`config.mk`:
```
export PLATFORM = sky130hd
export DESIGN_NAME = trml_ctrl
export DESIGN_NICKNAME = d
export VERILOG_FILES = /design/src/hw/rtl/trml_pkg.sv /design/src/hw/rtl/trml_ctrl.sv
export SDC_FILE = /design/constraint.sdc
export NUM_CORES = 1
export LEC_CHECK = 0
export ABC_AREA = 1
export BUFFER_PORTS_ARGS = -buffer_cell sky130_fd_sc_hd__buf_2
export CORE_MARGIN = 4
export CORE_UTILIZATION = 30
export DETAILED_ROUTE_END_ITERATION = 8
export HOLD_SLACK_MARGIN = 0.02
export PLACE_DENSITY = 0.62
export SLEW_MARGIN = 20
export SYNTH_ARGS = -nofsm -noshare
export SYNTH_HDL_FRONTEND = slang
export SYNTH_SLANG_ARGS = --single-unit
```
`constraint.sdc`:
```
create_clock -name clk -period 1.18 [get_ports clk]
set_input_delay 0.118 -clock clk [delete_from_list [all_inputs] [get_ports clk]]
set_output_delay 0.118 -clock clk [all_outputs]
set_load 0.02 [all_outputs]
```
`src/hw/rtl/trml_pkg.sv`:
```
// Package: widths, constants and shared types of the transfer rate meter/limiter.
package trml_pkg;
	localparam int WINDOW_SLOTS = 5;
	localparam int SLOT_W = (WINDOW_SLOTS > 1) ? $clog2(WINDOW_SLOTS) : 1;
	localparam int TIME_W = 48;
	localparam int BYTES_W = 40;
	localparam int RATE_W = 31;
	localparam int CNT_W = 24;
	localparam int SUMB_W = BYTES_W + 7;
	localparam int SUMT_W = TIME_W + 7;
	// dividend for need = bytes*1e6 fits in 44 bits; speed dividend sumb*1e6 in 67
	localparam int DIVN_W = SUMB_W + 20;
	localparam int DIVD_W = SUMT_W;
	localparam int DCNT_W = $clog2(DIVN_W + 1);
	localparam logic [TIME_W-1:0] USEC_PER_SEC = TIME_W'(1000000);
	localparam logic [TIME_W-1:0] MAX_DELAY_US = TIME_W'(2000000);
	localparam logic [RATE_W-1:0] RATE_MAX = {RATE_W{1'b1}};

	localparam logic REQ_XFER = 1'b0;
	localparam logic REQ_RESET = 1'b1;
	localparam int CFG_IDX_W = 1;
	localparam logic [CFG_IDX_W-1:0] CFG_MAX_RATE_DOWN = 1'b0;
	localparam logic [CFG_IDX_W-1:0] CFG_MAX_RATE_UP = 1'b1;

	typedef struct packed {
		logic load;       // latch input transaction
		logic do_clear;   // reset-statistics update
		logic do_xfer;    // transfer update (accumulators, ring, activity)
		logic sum_clr;    // clear ring sums
		logic sum_add;    // add ring slot sum_idx
		logic div_start;  // start divider
		logic div_speed;  // 1: speed divide, 0: permit divide
		logic permit_upd; // apply permit update from quotient
		logic speed_upd;  // latch speed from quotient
		logic out_load;   // latch result register
		logic [SLOT_W-1:0] sum_idx;
	} trml_cmd_t;

	typedef struct packed {
		logic div_busy;
		logic need_permit; // transfer request, valid previous event and cap nonzero
	} trml_sts_t;
endpackage

```
`src/hw/rtl/trml_ctrl.sv`:
```
// Controller: sequences update, permit divide, ring sum, speed divide, output.
module trml_ctrl
	import trml_pkg::*;
(
	input  logic      clk,
	input  logic      arst_n,
	input  logic      in_valid,
	output logic      in_ready,
	output logic      out_valid,
	input  logic      out_ready,
	input  logic      req_type,
	input  trml_sts_t sts,
	output trml_cmd_t cmd
);
	localparam logic [2:0] S_IDLE = 3'd0;
	localparam logic [2:0] S_PDIV = 3'd1;
	localparam logic [2:0] S_PWAIT = 3'd2;
	localparam logic [2:0] S_SUM = 3'd3;
	localparam logic [2:0] S_SDIV = 3'd4;
	localparam logic [2:0] S_SWAIT = 3'd5;
	localparam logic [2:0] S_OUT = 3'd6;

	logic [2:0]        state_q;
	logic [SLOT_W-1:0] idx_q;
	logic              ovalid_q;
	logic              acc;

	assign in_ready = (state_q == S_IDLE);
	assign acc = in_valid && in_ready;
	assign out_valid = ovalid_q;

	always_comb begin
		cmd = '0;
		cmd.sum_idx = idx_q;
		cmd.load = acc;
		cmd.do_clear = acc && (req_type == REQ_RESET);
		cmd.do_xfer = acc && (req_type == REQ_XFER);
		unique case (state_q)
			S_IDLE: ;
			S_PDIV: begin
				cmd.div_start = sts.need_permit;
				cmd.sum_clr = 1'b1;
			end
			S_PWAIT: cmd.permit_upd = !sts.div_busy;
			S_SUM: cmd.sum_add = 1'b1;
			S_SDIV: begin
				cmd.div_start = 1'b1;
				cmd.div_speed = 1'b1;
			end
			S_SWAIT: cmd.speed_upd = !sts.div_busy;
			S_OUT: cmd.out_load = !ovalid_q || out_ready;
			default: ;
		endcase
	end

	always_ff @(posedge clk or negedge arst_n) begin
		if (!arst_n) begin
			state_q <= S_IDLE;
			idx_q <= '0;
			ovalid_q <= 1'b0;
		end else begin
			if (out_valid && out_ready) ovalid_q <= 1'b0;
			unique case (state_q)
				S_IDLE: if (acc) state_q <= S_PDIV;
				S_PDIV: begin
					idx_q <= '0;
					state_q <= sts.need_permit ? S_PWAIT : S_SUM;
				end
				S_PWAIT: if (!sts.div_busy) state_q <= S_SUM;
				S_SUM: begin
					if (idx_q == SLOT_W'(WINDOW_SLOTS - 1)) state_q <= S_SDIV;
					else idx_q <= idx_q + 1'b1;
				end
				S_SDIV: state_q <= S_SWAIT;
				S_SWAIT: if (!sts.div_busy) state_q <= S_OUT;
				S_OUT: if (!ovalid_q || out_ready) begin
					ovalid_q <= 1'b1;
					state_q <= S_IDLE;
				end
				default: state_q <= S_IDLE;
			endcase
		end
	end
endmodule

```
Word-level counts from Yosys, hierarchy flattened

Index checks and enable logic that the tools add are counted.

Register bits: 7
Logic and storage cells: 48

Add/sub/neg operators: 1
Equal/unequal tests: 13
Mux-type cells: 19
Bitwise gates (word level): 1
Reductions and logical operators: 11

Operators by type and width:

| operator                                               | number |
|---|---|
| one-hot mux 3 bit (7 select lines)                     | 1 |
| two-way mux 3 bit                                      | 6 |
| == test 3 bit (second input constant)                  | 4 |
| two-way mux 1 bit                                      | 10 |
| inequality test 2 bit (second input constant)          | 5 |
| == test 3 x 2 -> 1 bit (second input constant)         | 2 |
| one-hot mux 3 bit (2 select lines)                     | 1 |
| AND reduction 5 bit                                    | 1 |
| logical AND 1 bit                                      | 4 |
| adder 3 x 1 -> 3 bit (second input constant)           | 1 |
| == test 3 x 1 -> 1 bit (second input constant)         | 1 |
| zero test 3 bit                                        | 1 |
| zero test 1 bit                                        | 2 |
| inequality test 2 x 1 -> 1 bit (second input constant) | 1 |
| one-hot mux 1 bit (2 select lines)                     | 1 |
| AND reduction 2 bit                                    | 1 |
| nonzero test 2 bit                                     | 1 |
| logical OR 1 bit                                       | 1 |
| NOT 1 bit                                              | 1 |

Logic depth before layout (Yosys ltp)

Gate-level depths: netlist (run 1).

Depth after elaboration: 4
Depth in mapped cells: 9
Mapped depth without buffers: 9

Worst setup path before layout (run 1)

Ideal clock, no wire load.

Path type: register -> output
Start: register state_q[1]
End: output cmd[10] (netlist name)
Arrival: 1489 ps
Data required time: 1062 ps
Setup slack: -427 ps
Cell stages (with the launch flop): 7
Cells stage by stage: dfrtp_1 -> buf_4 -> nor2_1 -> inv_1 -> nor2_1 -> nand2_1 -> nor2_1

RTL lines:

| element                  | line            | source |
|---|---|---|
| start: declaration       | trml_ctrl.sv:23 | `logic [2:0] state_q;` |
| start signal: assignment | trml_ctrl.sv:67 | `state_q <= sts.need_permit ? S_PWAIT : S_SUM;` |
| end: declaration         | trml_ctrl.sv:13 | `output trml_cmd_t cmd` |

==> impl_results.md, run 1 <==
- Final Cycle Share: 118.6%
- Number of optimization iterations in the first detailed-route pass: 4
- Wire length per cell: 11.42 um
- Leakage: 0.5248 nW
- Layout overhead on the synthesized area: 93.73%
- Area of the placeable core: 1577 um2
- Final standard cell count with taps included and fillers excluded: 138
- Max_cap viols: 0
- Rows: 14
- Yosys warnings: 0
- Insertion delay to the later sink of the worst-skew pair: 250 ps
- Number of nets in the final layout: 132
- Maximum number of buffers from clock root to sink: 2
- Count of pins over their slew limit: 0
- Cells along the critical path: nor2_4 > inv_2 > buf_4 > o21ai_2 > buf_4
- Tightest slew margin relative to the limit: 86.67%
- Die area: 2461 um2
- Synth Register Bits: 7
- # clock sinks: 7
- Final weighted congestion of routability-driven global placement: 0.8612
- Highest ir drop seen on vdd: 0.001670 V
- Required @ worst endpoint: 1060 ps
- Antenna Nets Post-Route: 0
- Master cell of the clock root buffer: clkbuf_4
- Num CTS Buffers: 3
- Wire length of the first global-routing pass: 2732 um
- RSZ-0062 raised after global routing: yes
- Die width: 49.61 um
- Clock tree from TritonCTS: done
- Maximum frequency from static timing analysis: 714.4 MHz
- Critical path's most frequent cell: buf_4
- Synth cell types: 15
- Placed cell count: 123
- Combined buffer and inverter count along the critical path: 3
- Boundary Pins: 22
- Iteration-0 DRC count of the detailed router: 13
- Maximum net fanout on the critical path: 5
- Category of the most critical setup path: flop to output port
- Die height: 49.61 um
- Fin Clk Skew: 1.375 ps
- Maximum single-stage delay on the critical path: 450 ps
- HPWL after DPL: 1065 um
- Slew at the pin with the worst max-slew slack: 197.9 ps
- Number of buffer cells added on primary ports: 21
- Level count of the clock H-tree: 1
- DRC Markers: 0
- Overall fraction of global-route tracks in use: 14.11%
- Run status: finished with violations
- Antenna fix cells: 0
- Syn Nets: 85
- Congestion Overflow GR: 0
- Fraction of final layout cells sized beyond drive strength 1: 68.03%
- Average vias per placed instance: 4.739
- Number of cells produced by synthesis: 76
- Clock transition time at the flip-flop clock pins of the worst setup and hold paths: 50 ps
- Pwr per Cell Area: 2652 nW/um2
- Worst hold margin: 74.16 ps
- Number of global-route vias before repair: 634
- Worst hold path class: input pin to flop
- Number of antenna violations at the first check in global routing: 0
- Seq/Total Area, Yosys: 33.73%
- Violations in the final reports: setup timing
- Setup slack after layout: -219.8 ps
- Pin count of the biggest net entering global routing: 8
- Count of vias placed by the detailed router: 654
- Worst EP arrival: 1280 ps
- Critical Path End Type: output port
- Mean instance size in the synthesized netlist: 6.832 um2
- Final-report hold violation count: 0
- Kind of cell adding the most delay to the critical path: flip-flops
- Post-Syn Area: 519.2 um2
- Critical Path Slowest Stage Cell: dfrtp_2
- Final min period: 1400 ps
- Initial cell density of the core: 32.94%
- Startpoint types: flop
- Total setup violations reported at the end of the flow: 16
- Total Wirelength: 1576 um
## kinds of logic after synthesis
| family | count (synthesis) | share of synthesized area, % |
|---|---|---|
| AO/OA/AOI/OAI | 6 | 5.783 |
| XOR/XNOR | 1 | 1.687 |
| adder cells (fa/ha/maj) | 2 | 4.819 |
| buffers and inverters | 15 | 12.29 |
| flip-flops | 7 | 33.74 |
| AND/OR/NAND/NOR | 45 | 41.69 |
## per-stage QoR
| stage | setup slack, ps | power [mW] | util [%] | cell area, um2 | TNS (ps) |
|---|---|---|---|---|---|
| floorplan | -57.90 | 1.453 | - | 590.6 | -207.9 |
| global placement | -69.20 | 1.939 | 49.68 | 783.3 | -223.9 |
| detailed placement | -70.57 | 1.954 | 49.68 | 783.3 | -233.0 |
| CTS | -199.3 | 2.488 | 59.52 | 938.4 | -1907 |
| global route | -321.0 | 2.923 | 63.81 | 1006 | -3645 |
| finish | -219.8 | 2.668 | 63.81 | 1006 | -2100 |
## final timing paths
path	start	cells after the start	slack [ps]	end
max	state_q[1]$_DFFE_PN0P_	5	-220	cmd[7]
min	out_ready	2	70	out_valid$_DFF_PN0_
max reg2reg	state_q[0]$_DFFE_PN0P_	8	-100	state_q[2]$_DFFE_PN0P_
min reg2reg	out_valid$_DFF_PN0_	2	540	out_valid$_DFF_PN0_
max in group asynchronous	arst_n	2	770	state_q[0]$_DFFE_PN0P_
min in group asynchronous	arst_n	2	230	state_q[2]$_DFFE_PN0P_
## final cells by class
cell class	instances	area, um2
sequential	7	180.2
multi-input combinational	54	396.6
fill	138	570.5
tap	16	20.02
inverter	13	51.30
clock buffer	4	26.28
timing repair buffer	44	331.6
## worst reg2reg max path: cells and delay by family (launching register included)
family,cells,cell delay (ps)
buf+inv,2,290
flops,1,430
simple gates,6,430
## sequential cells by signal, summed over array words and instances, names as in the netlist
name       flops
idx_q          3
out_valid      1
state_q        3
## where the power goes
group	switching [mW]	internal, mW	leakage (nW)
combinational	1.07	0.932	0.424
sequential	0.100	0.344	0.0862
clock	0.0919	0.129	0.0150
## synth_stat cells
cell type / number / area (um2)
dfrtp_1: 7 / 175.2
o21ai_0: 6 / 30.03
xor2_1: 1 / 8.760
nor2_1: 15 / 56.30
ha_1: 2 / 25.02
nand3_2: 1 / 10.01
nand3_1: 6 / 30.03
nor2_2: 1 / 6.260
nand3_4: 1 / 17.52
nand2_1: 14 / 52.55
buf_4: 2 / 15.01
nand2_2: 4 / 25.02
inv_1: 11 / 41.29
inv_2: 2 / 7.510
nand4_1: 3 / 18.77
## per-layer routing
| layer | GRT usage, % | up-vias | share of wire [%] |
|---|---|---|---|
| met5 | 0 | - | 0 |
| met4 | 2.765 | 0 | 0 |
| met3 | 3.916 | 0 | 4.9 |
| met2 | 25.99 | 15 | 58 |
| met1 | 16.05 | 307 | 37 |
| li1 | - | 332 | - |
## cells in the final DEF (no fill, tap or decap), types with 2 or more instances in the layout
| master | instances |
|---|---|
| buf_4 | 25 |
| nand3_2 | 4 |
| dfrtp_1 | 3 |
| nand2_1 | 10 |
| inv_2 | 8 |
| buf_2 | 11 |
| nor2_4 | 7 |
| nand2_2 | 6 |
| dfrtp_2 | 4 |
| o21ai_0 | 5 |
| nand3_1 | 2 |
| nand2_4 | 2 |
| nor2_1 | 8 |
| buf_6 | 7 |
| nand3_4 | 2 |
| nand4_1 | 3 |
| clkbuf_4 | 3 |
| inv_1 | 4 |
## what timing repair did
item,in CTS,in global routing
hold buffers,1,0
buffers inserted,7,3
pin swaps,7,3
endpoints found under the setup margin,14,17
gates resized for setup,22,13
endpoints found under the hold margin,7,0
No activity file was read; power rests on OpenSTA's default activity.
==> run 2, diff against run 1 <==
CTS_BUF_LIST = sky130_fd_sc_hd__clkbuf_16   (was not set)
==> run 2 against run 1 <==
Effect of this change:
- the flow still finishes with violations (setup timing)
- die area unchanged
- sequential power up 1%
- non-clock buffer count fell by 2
- power rose by 10%
- flip-flop and latch count stayed put
- clock power rose to 2.6 times the previous value
- critical path depth did not move
- sequential share of layout area fell by 0.41 points
- wire length rose by 1.8%
- register-to-register slack gained 20 ps
- global-route usage rose by 1.4 points
- utilization grew 1.5 points
- largest power group unchanged
==> impl_results.md, run 2 (synthesis results as in run 1) <==
- Final weighted congestion of routability-driven global placement: 0.8612 (unchanged)
- Leading cell types in the layout, fill and taps excluded: 24 x buf_4, 11 x nand2_1, 11 x buf_2
- Insertion delay to the later sink of the worst-skew pair: 230 ps (-20 ps)
- Number of nets in the final layout: 130 (-1.5%)
- Count of pins over their slew limit: 0 (unchanged)
- Num CTS Buffers: 3 (unchanged)
- HPWL after DPL: 1065 um (unchanged)
- Clock transition time at the flip-flop clock pins of the worst setup and hold paths: 40 ps (about the same)
- Cells along the critical path: nor2_4 > inv_2 > buf_4 > o21ai_4 > buf_6
- Maximum single-stage delay on the critical path: 440 ps (about the same)
- Final standard cell count with taps included and fillers excluded: 136 (-1.4%)
- Total setup violations reported at the end of the flow: 15 (-1)
- Overall fraction of global-route tracks in use: 15.48% (+1.4 points)
- Violations in the final reports: setup timing
- Placed cell count: 123 (unchanged)
- Placement-stage cell area: 783.3 um2 (unchanged)
- Category of the most critical setup path: flop to output port
- Critical Path End Type: output port
- Wire length per cell: 11.80 um (+3.3%)
- Highest ir drop seen on vdd: 0.001662 V (-0.48%)
- Number of antenna violations at the first check in global routing: 0 (unchanged)
- Maximum frequency from static timing analysis: 728.3 MHz (+2.0%)
- Boundary Pins: 22 (unchanged)
- Die area: 2461 um2 (unchanged)
- Worst EP arrival: 1260 ps (-20 ps)
- RSZ-0062 raised after global routing: yes
- Fin Clk Skew: 1.335 ps (-0.04065 ps)
- Die height: 49.61 um (unchanged)
- Pin count of the biggest net entering global routing: 8 (unchanged)
- Layout overhead on the synthesized area: 98.31%
- Congestion Overflow GR: 0 (unchanged)
- Rows: 14 (unchanged)
- Timing startpoint of the critical path: state_q[1]$_DFFE_PN0P_
- Maximum net fanout on the critical path: 5 (unchanged)
- Number of buffer cells added on primary ports: 21 (unchanged)
- Fin Setup TNS: -1604 ps (+496.4 ps)
- Max_cap viols: 0 (unchanged)
- Leakage: 0.5561 nW (+6.0%)
- # clock sinks: 7 (unchanged)
- Tightest slew margin relative to the limit: 84.18% (-2.5 points)
- Total Wirelength: 1605 um (+1.8%)
- Average vias per placed instance: 4.662 (-1.6%)
- Number of global-route vias before repair: 665 (+4.9%)
- Fraction of final layout cells sized beyond drive strength 1: 65.00% (-3.0 points)
- Area of the placeable core: 1577 um2 (unchanged)
- Finished Core Util: 65.32% (+1.5 points)
- DRC Markers: 0 (unchanged)
- Pwr per Cell Area: 2859 nW/um2 (+7.8%)
- Die width: 49.61 um (unchanged)
- Iteration-0 DRC count of the detailed router: 3 (-10)
- Critical hold path startpoint: out_ready
- Antenna Nets Post-Route: 0 (unchanged)
- Level count of the clock H-tree: 1 (unchanged)
- Slew at the pin with the worst max-slew slack: 236.5 ps (+38.56 ps)
- Required @ worst endpoint: 1060 ps (about the same)
- Number of optimization iterations in the first detailed-route pass: 2 (-2)
- Antenna fix cells: 0 (unchanged)
- Master cell of the clock root buffer: clkbuf_16
- Clock tree from TritonCTS: done
- Maximum number of buffers from clock root to sink: 2 (unchanged)
- Final-report hold violation count: 0 (unchanged)
- Final min period: 1373 ps (-26.78 ps)
- Final Cycle Share: 116.4% (-2.3 points)
- Reg-to-Reg Start: state_q[0]$_DFFE_PN0P_
- Critical Path Slowest Stage Cell: dfrtp_2
- Setup slack after layout: -193.0 ps (+26.78 ps)
- Startpoint types: flop
- Final cell area excluding filler cells: 1030 um2 (+2.4%)
- Initial cell density of the core: 32.94% (unchanged)
- Count of vias placed by the detailed router: 634 (-3.1%)
- Worst hold path class: input pin to flop
- Most common library cell in the layout ignoring fill and taps: buf_4
- Run status: finished with violations
- Wire length of the first global-routing pass: 2884 um (+5.6%)
- Setup Slack @ Placement: -70.57 ps (unchanged)
-- run 2: repair_timing --
action,4_1_cts,5_1_grt
gates cloned,0,0
gates resized for setup,20,11
hold endpoints to repair,7,0
buffers inserted,7,1
hold buffers,1,0
pin swaps,6,1
setup endpoints to repair,14,17
-- run 2: final timing paths --
path                                          end  slack, ps  depth (start not counted)
min in group asynchronous  state_q[2]$_DFFE_PN0P_        250                          2
setup / recovery                           cmd[7]       -190                          5
max in group asynchronous  state_q[1]$_DFFE_PN0P_        750                          2
setup reg to reg           state_q[0]$_DFFE_PN0P_        -80                          8
hold reg to reg              idx_q[2]$_DFFE_PN0P_        570                          2
hold / removal                out_valid$_DFF_PN0_        150                          2
-- run 2: final cells by class --
cell class | instances | area, um2
Sequential cell | 7 | 180.2
Inverter | 13 | 51.30
Timing Repair Buffer | 42 | 312.8
Multi-Input combinational cell | 54 | 386.6
Fill cell | 124 | 546.8
Tap cell | 16 | 20.02
Clock buffer | 3 | 75.07
Clock inverter | 1 | 3.754
-- run 2: power by group --
group          internal, mW  switching, mW
Combinational         0.888           1.04
Sequential            0.345          0.105
Clock                 0.441          0.127
-- run 2: worst max-delay path, delay by kind of cell (launching register included) --
| family | cells | cell delay (ps) |
|---|---|---|
| AO/OA/AOI/OAI | 1 | 110 |
| flip-flops | 1 | 440 |
| buffers and inverters | 3 | 340 |
| AND/OR/NAND/NOR | 1 | 130 |
-- run 2: layer usage --
layer | track usage (%) | wire length [um]
met1 | 15.81 | 583
met2 | 27.31 | 945
met3 | 4.217 | 60
met4 | 10.14 | 15
met5 | 0 | 0
-- run 2: metrics by stage --
step                      hold slack [ps]  total power [mW]
after floorplan                    -177.6             1.453
after global placement             -35.05             1.939
after detailed placement           -35.34             1.954
after CTS                           94.10             2.822
after global routing                179.2             3.202
final                               152.4             2.944
==> run 3, diff against run 2 <==
ABC_AREA = not set   (was 1)
PLACE_DENSITY = 0.61   (was 0.62)
clock period = 1.7 ns   (was 1.18 ns; I/O delays follow)
==> run 3 against run 2 <==
Effect of this change:
- the flow now finishes without violations
- area after synthesis is 1.2% lower
- cell count is 34% lower
- worst hold slack better by 110 ps
- design area is 32% lower
- synthesized cell count is 30% lower
- flip-flop and latch count stayed put
- sequential share of layout area is 7.7 points higher
- power is 53% lower
- critical endpoint is now cmd[5]
- largest power group unchanged
==> impl_results.md, run 3 <==
- Run status: finished, final reports clean
- Max_cap viols: 0 (unchanged)
- Pin count of the biggest net entering global routing: 16 (+8)
- Most common library cell in the layout ignoring fill and taps: buf_2
- Slew at the pin with the worst max-slew slack: 437.3 ps (+200.9 ps)
- Clock tree from TritonCTS: done
- Fraction of final layout cells sized beyond drive strength 1: 41.89% (-23 points)
- Boundary Pins: 22 (unchanged)
- Number of nets in the final layout: 84 (-35%)
- Critical Path End Type: output port
- Synth cell types: 31 (+16)
- Total setup violations reported at the end of the flow: 0 (-15)
- Worst hold margin: 259.0 ps (+106.5 ps)
- Initial cell density of the core: 32.91% (about the same)
- Most used flip-flop cell after synthesis: dfrtp_1
- Seq/Total Area, Yosys: 34.15% (+0.41 points)
- Congestion Overflow GR: 0 (unchanged)
- Number of global-route vias before repair: 403 (-39%)
- Placed cell count: 85 (-31%)
- Worst hold path class: input pin to flop
- Number of filler cells placed in the layout: 157 (+27%)
- Level count of the clock H-tree: 1 (unchanged)
- Yosys warnings: 0 (unchanged)
- Post-Syn Area: 513.0 um2 (-1.2%)
- Placement-stage cell area: 595.6 um2 (-24%)
- Worst EP arrival: 1410 ps (+150 ps)
- Maximum frequency from static timing analysis: 632.2 MHz
- Number of antenna violations at the first check in global routing: 0 (unchanged)
- Final cell area excluding filler cells: 695.7 um2 (-32%)
- Final-report hold violation count: 0 (unchanged)
- Die area: 2435 um2 (-1.0%)
- Master cell of the clock root buffer: clkbuf_16
- Most area-consuming cells after synthesis: dfrtp_1 34%, ha_1 4.9%, buf_6 4.4%
- Syn Nets: 62 (-27%)
- Synth Register Bits: 7 (unchanged)
- Tightest slew margin relative to the limit: 70.84% (-13 points)
- Count of pins over their slew limit: 0 (unchanged)
- Ys async rst share: 100.0% (unchanged)
- Setup Slack @ Placement: 236.0 ps (+306.5 ps)
- Final weighted congestion of routability-driven global placement: 0.6600 (-23%)
- Insertion delay to the later sink of the worst-skew pair: 230 ps (about the same)
- Wire length of the first global-routing pass: 1807 um (-37%)
- Number of cells produced by synthesis: 53 (-30%)
- Antenna fix cells: 0 (unchanged)
- Startpoint types: flop
- Count of vias placed by the detailed router: 442 (-30%)
- Pwr per Cell Area: 1985 nW/um2 (-31%)
- Top-count cell post-synth: dfrtp_1
- Number of optimization iterations in the first detailed-route pass: 4 (+2)
- Fin Setup TNS: 0 ps (+1604 ps)
- Final Cycle Share: 93.04%
- DRC Markers: 0 (unchanged)
- Leakage: 0.3819 nW (-31%)
- Iteration-0 DRC count of the detailed router: 4 (+1)
- Number of synthesized flops with an enable pin: 0 (unchanged)
- Maximum net fanout on the critical path: 15 (+10)
- Required @ worst endpoint: 1530 ps (+470 ps)
- Wire length per cell: 12.07 um (+2.2%)
- Highest ir drop seen on vdd: 0.0008276 V (-50%)
- Area of the placeable core: 1559 um2 (-1.1%)
- Clock transition time at the flip-flop clock pins of the worst setup and hold paths: 40 ps (about the same)
- Mean instance size in the synthesized netlist: 9.679 um2 (+42%)
- Die height: 49.35 um (-0.51%)
- RSZ-0062 raised after global routing: no
- Num CTS Buffers: 3 (unchanged)
- Average vias per placed instance: 4.911 (+5.3%)
- Leading cell types in the layout, fill and taps excluded: 21 x buf_2, 7 x dfrtp_1
- Overall fraction of global-route tracks in use: 10.10% (-5.4 points)
- Proportion of netlist area held by the largest area contributor: 34.15% (+0.41 points)
- HPWL after DPL: 842.7 um (-21%)
- Fin Clk Skew: 0.6700 ps (-0.6648 ps)
- # clock sinks: 7 (unchanged)
- Total Wirelength: 1086 um (-32%)
- Antenna Nets Post-Route: 0 (unchanged)
- Number of buffer cells added on primary ports: 21 (unchanged)
- Category of the most critical setup path: flop to output port
- Setup slack after layout: 118.3 ps (+311.3 ps)
- Final standard cell count with taps included and fillers excluded: 90 (-34%)
- Layout overhead on the synthesized area: 35.61%
- Die width: 49.35 um (-0.51%)
- Final min period: 1582 ps
- Total power draw: 1.381 mW (-53%)
- Finished Core Util: 44.62% (-21 points)
- Maximum number of buffers from clock root to sink: 2 (unchanged)
- Cell accounting for the most synthesized area: dfrtp_1
- Rows: 14 (unchanged)
run 3: cell types whose count changed in the layout (fill, tap and decap cells not counted), moves of 6 or more:
cell | previous run | this run
buf_2 | 11 | 21
buf_4 | 24 | 0
buf_6 | 6 | 0
inv_2 | 8 | 0
nand2_1 | 11 | 3
nor2_1 | 9 | 2
nor2_4 | 6 | 0
run 3: timing repair:
item,4_1_cts,5_1_grt
setup endpoints to repair,0,2
hold buffers,1,0
buffers inserted,0,0
resized for setup,0,2
hold endpoints to repair,7,0
run 3: path summary, 6_finish.rpt:
path	from	cells past startpoint	slack (ps)	endpoint
max	state_q[2]$_DFFE_PN0P_	3	120	cmd[5]
min	out_ready	3	260	out_valid$_DFF_PN0_
max reg2reg	idx_q[0]$_DFFE_PN0P_	5	230	state_q[0]$_DFFE_PN0P_
min reg2reg	idx_q[0]$_DFFE_PN0P_	1	520	idx_q[0]$_DFFE_PN0P_
max in group asynchronous	arst_n	2	1230	state_q[0]$_DFFE_PN0P_
min in group asynchronous	arst_n	2	310	idx_q[1]$_DFFE_PN0P_
run 3: layout make-up:
cell class | count | area, um2 | share of cell area [%]
clock buffer | 3 | 75.07 | 10.79
multi-input combinational | 39 | 299.0 | 42.99
inverter | 2 | 7.507 | 1.079
sequential | 7 | 175.2 | 25.18
clock inverter | 1 | 3.754 | 0.5396
timing repair buffer | 22 | 115.1 | 16.55
tap | 16 | 20.02 | 2.878
run 3: routing by layer:
metal / wire (um) / track usage (%)
met1: 462 / 10.99
met5: 0 / 0
met4: 10 / 4.265
met3: 61 / 6.728
met2: 552 / 15.18
run 3: logic make-up after synthesis:
logic type / after synthesis / synth area share [%]
AOI/OAI and AO/OA: 11 / 14.88
and+or+nand+nor: 24 / 31.47
adders and majority gates: 2 / 4.877
DFF: 7 / 34.15
buffers and inverters: 7 / 9.755
muxes: 2 / 4.877
run 3: where the power goes:
group | internal, mW | switching [mW]
Combinational | 0.300 | 0.341
Clock | 0.305 | 0.0836
Sequential | 0.235 | 0.115
run 3: worst max-delay path: stages, from the launching register on:
cell and delay (ps):
dfrtp_1 520, nand2b_1 240, nor3_1 210, buf_2 210
